--- src/hdl/dll_pkg.sv ---
// Package for the doubly linked list block: sizes, operation codes, word types.
// No dependencies.
package dll_pkg;
    localparam int CAPACITY_DEF   = 16;
    localparam int DATA_WIDTH_DEF = 32;
    localparam int KIND_W         = 4;
    localparam int WORD_W         = 32;

    typedef enum logic [KIND_W-1:0] {
        OP_FIRST        = 4'd0,
        OP_NEXT         = 4'd1,
        OP_LAST         = 4'd2,
        OP_PREV         = 4'd3,
        OP_PUSH_FRONT   = 4'd4,
        OP_PUSH_BACK    = 4'd5,
        OP_PUSH_CURRENT = 4'd6,
        OP_POP_FRONT    = 4'd7,
        OP_POP_BACK     = 4'd8,
        OP_POP_CURRENT  = 4'd9,
        OP_CLEAR        = 4'd10
    } op_kind_t;

    typedef struct packed {
        logic [KIND_W-1:0] kind;
        logic [WORD_W-1:0] item_value;
    } cmd_word_t;

    typedef struct packed {
        logic [WORD_W-1:0] result_value;
        logic              found;
        logic              dropped_full;
    } rsp_word_t;
endpackage

--- src/hdl/dll_node_ram.sv ---
// Node pool memory: value, next link and prev link per entry, one write port
// and one registered read port. Depends on dll_pkg.
module dll_node_ram
    import dll_pkg::*;
#(
    parameter int CAPACITY   = CAPACITY_DEF,
    parameter int DATA_WIDTH = DATA_WIDTH_DEF,
    localparam int AW = $clog2(CAPACITY),
    localparam int PW = $clog2(CAPACITY + 1),
    localparam int NW = DATA_WIDTH + 2 * PW
)
(
    input  logic          clk,
    input  logic          we,
    input  logic [AW-1:0] waddr,
    input  logic [NW-1:0] wdata,
    input  logic [AW-1:0] raddr,
    output logic [NW-1:0] rdata
);
    logic [NW-1:0] mem [CAPACITY];

    always_ff @(posedge clk)
    begin
        if (we)
        begin
            mem[waddr] <= wdata;
        end
        rdata <= mem[raddr];
    end
endmodule

--- src/hdl/doubly_linked_list_with_cursor_top.sv ---
// Doubly linked list with a cursor over a pool of CAPACITY nodes.
// The result word is strobed from S_EVAL for first, last, clear,
// dropped pushes, misses and unused codes; next, prev, pushes and pops go on
// through S_FIX1 to S_FIX3 as needed, one node-memory pass per state (read,
// modify, write back through the single read port). busy falls as the strobe
// rises, and the receiver cannot stall.
// Reset clears the pointers and allocator counts; the memories are not cleared.
module doubly_linked_list_with_cursor_top
    import dll_pkg::*;
#(
    parameter int CAPACITY   = CAPACITY_DEF,
    parameter int DATA_WIDTH = DATA_WIDTH_DEF
)
(
    input  logic      clk,
    input  logic      rst_n,
    input  logic      start,
    output logic      busy,
    input  cmd_word_t cmd,
    output logic      done,
    output rsp_word_t rsp
);
    localparam int AW = $clog2(CAPACITY);
    localparam int PW = $clog2(CAPACITY + 1);
    localparam int NW = DATA_WIDTH + 2 * PW;
    localparam logic [PW-1:0] NIL = PW'(CAPACITY);

    // A node word is value, next link, prev link.
    typedef struct packed {
        logic [DATA_WIDTH-1:0] val;
        logic [PW-1:0]         nxt;
        logic [PW-1:0]         prv;
    } node_t;

    // S_READ addresses the target node, S_EVAL sees it and decides. S_FIX1
    // writes a new node and reads the first neighbor, S_FIX2 writes that
    // neighbor back and reads the second one, S_FIX3 writes the second one.
    typedef enum logic [2:0] {
        S_IDLE, S_READ, S_EVAL, S_FIX1, S_FIX2, S_FIX3
    } state_t;

    // The free stack lives in its own small memory, written on pops and read
    // at the top of stack every cycle so the word is ready for a push.
    logic [AW-1:0] free_mem [CAPACITY];
    logic [AW-1:0] free_top_reg;

    state_t                state_reg, state_next;
    logic [PW-1:0]         head_reg, head_next;
    logic [PW-1:0]         tail_reg, tail_next;
    logic [PW-1:0]         cur_reg, cur_next;
    logic [PW-1:0]         free_cnt_reg, free_cnt_next;
    logic [PW-1:0]         fresh_cnt_reg, fresh_cnt_next;
    op_kind_t              kind_reg, kind_next;
    logic [DATA_WIDTH-1:0] val_reg, val_next;
    logic [PW-1:0]         tgt_reg, tgt_next;     // node that was read
    logic [PW-1:0]         newn_reg, newn_next;   // allocated node
    node_t                 node_reg, node_next;   // word of the allocated node
    rsp_word_t             rsp_reg, rsp_next;
    logic                  done_reg, done_next;
    logic                  mv_reg, mv_next;       // next or prev with a target and a neighbor

    // Pending neighbor link fixes: fix one writes a prev link, fix two a next.
    // A move to next or prev reuses the fix one address for its second read.
    logic          fx1_reg, fx1_next, fx2_reg, fx2_next;
    logic [PW-1:0] fx1_addr_reg, fx1_addr_next, fx1_val_reg, fx1_val_next;
    logic [PW-1:0] fx2_addr_reg, fx2_addr_next, fx2_val_reg, fx2_val_next;

    logic          we;
    logic [AW-1:0] waddr, raddr;
    node_t         wdata, rdata;
    logic [NW-1:0] rdata_raw;

    dll_node_ram #(.CAPACITY(CAPACITY), .DATA_WIDTH(DATA_WIDTH)) u_ram (
        .clk(clk), .we(we), .waddr(waddr), .wdata(wdata),
        .raddr(raddr), .rdata(rdata_raw)
    );
    assign rdata = node_t'(rdata_raw);

    logic [PW-1:0] free_idx;
    logic          free_push;
    assign free_idx  = free_cnt_reg - PW'(1);
    assign free_push = state_reg == S_EVAL &&
                       (kind_reg inside {OP_POP_FRONT, OP_POP_BACK, OP_POP_CURRENT}) &&
                       tgt_reg != NIL && free_cnt_reg < NIL;

    always_ff @(posedge clk)
    begin
        free_top_reg <= free_mem[free_idx[AW-1:0]];
        if (free_push)
        begin
            free_mem[free_cnt_reg[AW-1:0]] <= tgt_reg[AW-1:0];
        end
    end

    logic          full, front;
    logic [PW-1:0] read_tgt, alloc_n, nbr;
    always_comb
    begin
        full    = free_cnt_reg == '0 && fresh_cnt_reg >= NIL;
        alloc_n = (free_cnt_reg != '0) ? PW'(free_top_reg) : fresh_cnt_reg;
        // A push links at the front for push front, or when there is no node
        // to link after (null cursor, or empty list for push back).
        front   = kind_reg == OP_PUSH_FRONT || tgt_reg == NIL;
        nbr     = (kind_reg == OP_NEXT) ? rdata.nxt : rdata.prv;
        case (kind_reg)
            OP_FIRST, OP_POP_FRONT:             read_tgt = head_reg;
            OP_LAST, OP_POP_BACK, OP_PUSH_BACK: read_tgt = tail_reg;
            default:                            read_tgt = cur_reg;
        endcase
    end

    // Memory port control. Each fix address differs from the new node and
    // from the other fix address, so no access in flight hits a stale word.
    always_comb
    begin
        raddr = read_tgt[AW-1:0];
        we    = 1'b0;
        waddr = '0;
        wdata = '0;
        case (state_reg)
            S_FIX1:
            begin
                raddr = fx1_addr_reg[AW-1:0];
                if (newn_reg != NIL)
                begin
                    we    = 1'b1;
                    waddr = newn_reg[AW-1:0];
                    wdata = node_reg;
                end
            end
            S_FIX2:
            begin
                raddr = fx2_addr_reg[AW-1:0];
                if (fx1_reg)
                begin
                    we        = 1'b1;
                    waddr     = fx1_addr_reg[AW-1:0];
                    wdata     = rdata;
                    wdata.prv = fx1_val_reg;
                end
            end
            S_FIX3:
            begin
                we        = 1'b1;
                waddr     = fx2_addr_reg[AW-1:0];
                wdata     = rdata;
                wdata.nxt = fx2_val_reg;
            end
            default:
            begin
            end
        endcase
    end

    always_comb
    begin
        state_next     = state_reg;
        head_next      = head_reg;
        tail_next      = tail_reg;
        cur_next       = cur_reg;
        free_cnt_next  = free_cnt_reg;
        fresh_cnt_next = fresh_cnt_reg;
        kind_next      = kind_reg;
        val_next       = val_reg;
        tgt_next       = tgt_reg;
        newn_next      = newn_reg;
        node_next      = node_reg;
        rsp_next       = rsp_reg;
        done_next      = 1'b0;
        mv_next        = mv_reg;
        fx1_next       = fx1_reg;
        fx2_next       = fx2_reg;
        fx1_addr_next  = fx1_addr_reg;
        fx1_val_next   = fx1_val_reg;
        fx2_addr_next  = fx2_addr_reg;
        fx2_val_next   = fx2_val_reg;
        case (state_reg)
            S_IDLE:
            begin
                if (start)
                begin
                    kind_next  = op_kind_t'(cmd.kind);
                    val_next   = DATA_WIDTH'(cmd.item_value);
                    mv_next    = 1'b0;
                    fx1_next   = 1'b0;
                    fx2_next   = 1'b0;
                    newn_next  = NIL;
                    state_next = S_READ;
                end
            end
            S_READ:
            begin
                tgt_next   = read_tgt;
                state_next = S_EVAL;
            end
            S_EVAL:
            begin
                rsp_next = '0;
                case (kind_reg)
                    OP_FIRST, OP_LAST:
                    begin
                        if (tgt_reg != NIL)
                        begin
                            cur_next              = tgt_reg;
                            rsp_next.result_value = WORD_W'(rdata.val);
                            rsp_next.found        = 1'b1;
                        end
                    end
                    OP_NEXT, OP_PREV:
                    begin
                        // The neighbor is read next; a missing one is a miss.
                        if (tgt_reg != NIL && nbr != NIL)
                        begin
                            mv_next       = 1'b1;
                            fx1_addr_next = nbr;
                        end
                    end
                    OP_PUSH_FRONT, OP_PUSH_BACK, OP_PUSH_CURRENT:
                    begin
                        if (full)
                        begin
                            rsp_next.dropped_full = 1'b1;
                        end
                        else
                        begin
                            if (free_cnt_reg != '0)
                                free_cnt_next = free_cnt_reg - PW'(1);
                            else
                                fresh_cnt_next = fresh_cnt_reg + PW'(1);
                            newn_next     = alloc_n;
                            node_next.val = val_reg;
                            if (front)
                            begin
                                node_next.prv = NIL;
                                node_next.nxt = head_reg;
                                head_next     = alloc_n;
                                if (head_reg == NIL)
                                    tail_next = alloc_n;
                                else
                                begin
                                    fx1_next      = 1'b1;
                                    fx1_addr_next = head_reg;
                                    fx1_val_next  = alloc_n;
                                end
                                // Push back on an empty list leaves the cursor
                                // at the null tail it was moved to.
                                if (kind_reg == OP_PUSH_BACK)
                                    cur_next = NIL;
                            end
                            else
                            begin
                                node_next.prv = tgt_reg;
                                node_next.nxt = rdata.nxt;
                                cur_next      = alloc_n;
                                fx2_next      = 1'b1;
                                fx2_addr_next = tgt_reg;
                                fx2_val_next  = alloc_n;
                                if (rdata.nxt == NIL)
                                    tail_next = alloc_n;
                                else
                                begin
                                    fx1_next      = 1'b1;
                                    fx1_addr_next = rdata.nxt;
                                    fx1_val_next  = alloc_n;
                                end
                            end
                        end
                    end
                    OP_POP_FRONT, OP_POP_BACK, OP_POP_CURRENT:
                    begin
                        cur_next = tgt_reg;
                        if (tgt_reg != NIL)
                        begin
                            rsp_next.result_value = WORD_W'(rdata.val);
                            rsp_next.found        = 1'b1;
                            if (free_cnt_reg < NIL)
                                free_cnt_next = free_cnt_reg + PW'(1);
                            if (head_reg == tail_reg)
                            begin
                                head_next = NIL;
                                tail_next = NIL;
                                cur_next  = NIL;
                            end
                            else if (tgt_reg == head_reg)
                            begin
                                head_next     = rdata.nxt;
                                cur_next      = rdata.nxt;
                                fx1_next      = rdata.nxt != NIL;
                                fx1_addr_next = rdata.nxt;
                                fx1_val_next  = NIL;
                            end
                            else if (tgt_reg == tail_reg)
                            begin
                                tail_next     = rdata.prv;
                                cur_next      = rdata.prv;
                                fx2_next      = rdata.prv != NIL;
                                fx2_addr_next = rdata.prv;
                                fx2_val_next  = NIL;
                            end
                            else
                            begin
                                cur_next      = rdata.nxt;
                                fx1_next      = rdata.nxt != NIL;
                                fx1_addr_next = rdata.nxt;
                                fx1_val_next  = rdata.prv;
                                fx2_next      = rdata.prv != NIL;
                                fx2_addr_next = rdata.prv;
                                fx2_val_next  = rdata.nxt;
                            end
                        end
                    end
                    OP_CLEAR:
                    begin
                        head_next      = NIL;
                        tail_next      = NIL;
                        cur_next       = NIL;
                        free_cnt_next  = '0;
                        fresh_cnt_next = '0;
                    end
                    default:
                    begin
                    end
                endcase
                // Operations with no further memory pass finish right here.
                if (mv_next || newn_next != NIL || fx1_next || fx2_next)
                    state_next = S_FIX1;
                else
                begin
                    done_next  = 1'b1;
                    state_next = S_IDLE;
                end
            end
            S_FIX1:
            begin
                if (mv_reg || fx1_reg || fx2_reg)
                    state_next = S_FIX2;
                else
                begin
                    done_next  = 1'b1;
                    state_next = S_IDLE;
                end
            end
            S_FIX2:
            begin
                if (mv_reg)
                begin
                    cur_next              = fx1_addr_reg;
                    rsp_next.result_value = WORD_W'(rdata.val);
                    rsp_next.found        = 1'b1;
                    done_next             = 1'b1;
                    state_next            = S_IDLE;
                end
                else if (fx2_reg)
                    state_next = S_FIX3;
                else
                begin
                    done_next  = 1'b1;
                    state_next = S_IDLE;
                end
            end
            S_FIX3:
            begin
                done_next  = 1'b1;
                state_next = S_IDLE;
            end
            default: state_next = S_IDLE;
        endcase
    end

    always_ff @(posedge clk or negedge rst_n)
    begin
        if (!rst_n)
        begin
            state_reg     <= S_IDLE;
            head_reg      <= NIL;
            tail_reg      <= NIL;
            cur_reg       <= NIL;
            free_cnt_reg  <= '0;
            fresh_cnt_reg <= '0;
            kind_reg      <= OP_FIRST;
            val_reg       <= '0;
            tgt_reg       <= NIL;
            newn_reg      <= NIL;
            node_reg      <= '0;
            rsp_reg       <= '0;
            done_reg      <= 1'b0;
            mv_reg        <= 1'b0;
            fx1_reg       <= 1'b0;
            fx2_reg       <= 1'b0;
            fx1_addr_reg  <= '0;
            fx1_val_reg   <= '0;
            fx2_addr_reg  <= '0;
            fx2_val_reg   <= '0;
        end
        else
        begin
            state_reg     <= state_next;
            head_reg      <= head_next;
            tail_reg      <= tail_next;
            cur_reg       <= cur_next;
            free_cnt_reg  <= free_cnt_next;
            fresh_cnt_reg <= fresh_cnt_next;
            kind_reg      <= kind_next;
            val_reg       <= val_next;
            tgt_reg       <= tgt_next;
            newn_reg      <= newn_next;
            node_reg      <= node_next;
            rsp_reg       <= rsp_next;
            done_reg      <= done_next;
            mv_reg        <= mv_next;
            fx1_reg       <= fx1_next;
            fx2_reg       <= fx2_next;
            fx1_addr_reg  <= fx1_addr_next;
            fx1_val_reg   <= fx1_val_next;
            fx2_addr_reg  <= fx2_addr_next;
            fx2_val_reg   <= fx2_val_next;
        end
    end

    // A new word may be taken in the cycle its predecessor's result is strobed.
    assign busy = state_reg != S_IDLE;
    assign done = done_reg;
    assign rsp  = rsp_reg;
endmodule

--- config.mk ---
export PLATFORM = sky130hd
export DESIGN_NAME = doubly_linked_list_with_cursor_top
export DESIGN_NICKNAME = d
export VERILOG_FILES = /design/src/hdl/dll_pkg.sv /design/src/hdl/dll_node_ram.sv /design/src/hdl/doubly_linked_list_with_cursor_top.sv
export SDC_FILE = /design/constraint.sdc
export NUM_CORES = 1
export LEC_CHECK = 0
export ABC_AREA = 1
export BUFFER_PORTS_ARGS = -buffer_cell sky130_fd_sc_hd__buf_2
export CORE_ASPECT_RATIO = 1.1
export CORE_UTILIZATION = 45
export CTS_BUF_LIST = sky130_fd_sc_hd__clkbuf_4
export DETAILED_ROUTE_END_ITERATION = 8
export GPL_ROUTABILITY_DRIVEN = 0
export MAX_ROUTING_LAYER = met4
export PLACE_DENSITY = 0.6
export SLEW_MARGIN = 10
export SYNTH_ARGS = -nofsm -noshare
export SYNTH_HDL_FRONTEND = slang
export SYNTH_HIERARCHICAL = 1
export SYNTH_SLANG_ARGS = --single-unit
--- constraint.sdc ---
create_clock -name clk -period 11.55 [get_ports clk]
set_clock_uncertainty 0.15 [all_clocks]
set_input_delay 0.5775 -clock clk [delete_from_list [all_inputs] [get_ports clk]]
set_output_delay 0.5775 -clock clk [all_outputs]
set_load 0.03 [all_outputs]
==> results_dict.tcl <==
set metrics [dict create \
    route.antenna.remaining_nets 0 \
    synth_flop_cell "edfxtp_1" \
    first_global_vias 29200 \
    slowest_stage "buf_12" \
    finalSetupTns_ns 0 \
    hold_path.class "input pin to register" \
    average_size_of_a_mapped_cell_um2 9.91 \
    largest_reg_flops 672 \
    p_leak_nw 20.7 \
    gr-usage-all-layers 0.250 \
    outcome "complete, no violations" \
    die_area_mm2 0.0929 \
    design.final.nets 4480 \
    port_buffers 74 \
    ys.warnings.count 6 \
    post_cts_resize_count 0 \
    worstPathRequired_ns 12.38 \
    worst_ir_drop_vdd_mv 0.362 \
    worst_skew_pair.late_latency_ns 1.12 \
    power_density_mw_per_mm2 298 \
    tritoncts "built" \
    finalPower_mw 14.1 \
    synth_cell_type_count 48 \
    detailedPlacementHpwl_mm 58.1 \
    crit_path_max_fanout 214 \
    critical_path.max_stage_delay_ns 0.78 \
    clkTransAtPathRegs_ns 0.07 \
    endpoint_of_the_most_critical_register_to_register_path "u_ram/rdata[11]" \
    effective_utilization_at_floorplan 0.454 \
    dr.pass1.iters 5 \
    antenna_found_initial 4 \
    placementRows 116 \
    htree_levels 4 \
    slew_headroom 0.219 \
    pin_count 75 \
    clock_path_buffers 3 \
    die-height_um 320 \
    dr_total_vias 30000 \
    ys_seq_area_frac 0.663 \
    worstHoldPathCells 4 \
    vias_per_cell 5.14 \
    mappedNetlistNets 4209 \
    area_delta_synth_final_pct 14.3 \
    fmax_mhz 200 \
    post_cts_buffers 0 \
    postCtsHoldBufs 76 \
    chipWidth_um 291 \
    cp_data_arrival_time_ns 5.82 \
    drive_gt1_frac 0.133 \
    mostFrequentLayoutCell "nand2_1" \
    first_pass_grt_wire_length_mm 171 \
    synth_area_leaders "edfxtp_1, nand2_1, dfrtp_1" \
    finalHoldViolations 0 \
    gr-total-overflow 0 \
    finalCriticalPeriod_ns 4.99 \
    hold_startpoint "cmd[35]" \
    routed_wl_mm 112 \
    post-route-drc-count 0 \
    setup_viol 0 \
    root_buffer_cell "clkbuf_4" \
    crit_path_end_kind "register" \
    layout_common_cells "nand2_1, edfxtp_1, inv_1, nand3_1, clkbuf_4" \
    postSynthRegisterBits 955 \
    reg2reg_slack_ns 6.56 \
    drt-wirelength-per-cell_um 19.2 \
    worst_r2r_path_depth 16 \
    cts_inserted_buffers 239 \
    maximum_number_of_pins_on_one_net_before_global_route_repair 215 \
    worstSetupStartpointType "register" \
    max_slew_violations 0 \
    max_slew.worst_pin.slew_ns 1.16 \
    netlist_instances 4163 \
    maxCapViolCount 0 \
    finalCritPeriodShare 0.432 \
    async_flop_share 0.181 \
    r2r_start "kind_reg[0]" \
    core_region_area_mm2 0.0909 \
    worstHoldEndpoint "kind_reg[3]" \
    number_of_clock_sinks 955 \
    synth_enable_flop_cells 736 \
    synth_top_cell_by_area "edfxtp_1" \
    drt_iter0_markers 2992 \
    setup.worst_path.class "register to register" \
    largest_register "u_ram/mem" \
    yosys.area.top_type_share 0.536 \
    synthesis.area_mm2 0.0412 \
    timing.critical_path.cells "inv_1, nor2_1, inv_1, nor2_1, nor3_1, o221ai_1, nand2_1, o221ai_4, buf_12, inv_8, buf_12, nand2_1, nand3_1, nand3_1, nand3_1, nand2_1" \
    rsz0062_at_grt "false" \
]
## where the power goes
group / total, mW / switching, mW / leakage (nW) / internal (mW)
combinational: 6.62 / 4.75 / 9.81 / 1.87
clock: 2.95 / 1.39 / 1.95 / 1.56
sequential: 4.49 / 0.268 / 8.99 / 4.22
total: 14.1 / 6.41 / 20.7 / 7.65
## how the worst max path moves through the flow
stage                 startpoint          endpoint  slack (ns)  cells past startpoint
floorplan           state_reg[2]  u_ram/mem[10][0]        7.56                     10
global placement     kind_reg[0]    u_ram/rdata[7]        6.98                     16
detailed placement   kind_reg[0]   u_ram/rdata[28]        6.84                     16
CTS                  kind_reg[0]   u_ram/rdata[10]        6.85                     16
global route         kind_reg[0]   u_ram/rdata[10]        6.40                     16
finish               kind_reg[0]   u_ram/rdata[11]        6.56                     16
## stage by stage
step           cells  utilization  hold WS (ns)  worst slack [ns]  instance area (um2)
6_report        5833        0.519         0.141              6.56                47200
5_1_grt         5832        0.519         0.116              6.40                47200
3_3_place_gp    5297        0.474         0.306              6.98                43100
4_1_cts         5831        0.519        0.0132              6.85                47100
3_5_place_dp    5297        0.474         0.315              6.84                43100
2_1_floorplan   4163            -         0.132              7.56                41200
## Yosys cell counts, drive strengths merged (6+ instances only)
master and count:
nor2 142, inv 672, nor3 11, o211ai 11
ha 7, dfrtp 168, o21ai 246, clkbuf 90
dfxtp 46, o221ai 13, a31oi 17, nand3 574
o32ai 13, a21oi 24, o22ai 12, edfxtp 736
nand2 1221, clkinv 7, buf 109, xnor2 9
xor2 6
## kinds of logic after synthesis
family                     count (synthesis)  synth area share
muxes                                      5           0.00121
adders and majority gates                  7           0.00212
buffers and inverters                    878            0.0835
xor gates and xnor gates                  15           0.00319
and+or+nand+nor                         1959             0.199
DFF                                      955             0.663
AOI/OAI and AO/OA                        344            0.0474
## per-layer routing
metal | global-route usage | vias to the layer above | routed length [um]
met1 | 0.335 | 14300 | 49000
li1 | - | 14300 | -
met3 | 0.0495 | 175 | 9320
met5 | - | - | 0
met4 | 0.0785 | 0 | 2130
met2 | 0.383 | 1191 | 51300
## worst max-delay path, delay by kind of cell, from the launching register on
kind | cells | cell delay, ns
AO/OA/AOI/OAI | 2 | 0.36
AND/OR/NAND/NOR | 9 | 1.34
buffers and inverters | 5 | 2.06
flip-flops | 1 | 0.47
## layout make-up
| type | count | area [um2] |
|---|---|---|
| clock buffers | 375 | 2820 |
| well taps | 1180 | 1480 |
| multi-input cells | 2330 | 10700 |
| repair buffers | 229 | 1790 |
| fillers | 8225 | 43700 |
| clock inverters | 83 | 474 |
| inverters | 679 | 2560 |
| diodes | 2 | 5.00 |
| flip-flops and latches | 955 | 27400 |
Note: power is estimated with default switching activity, not from simulation.
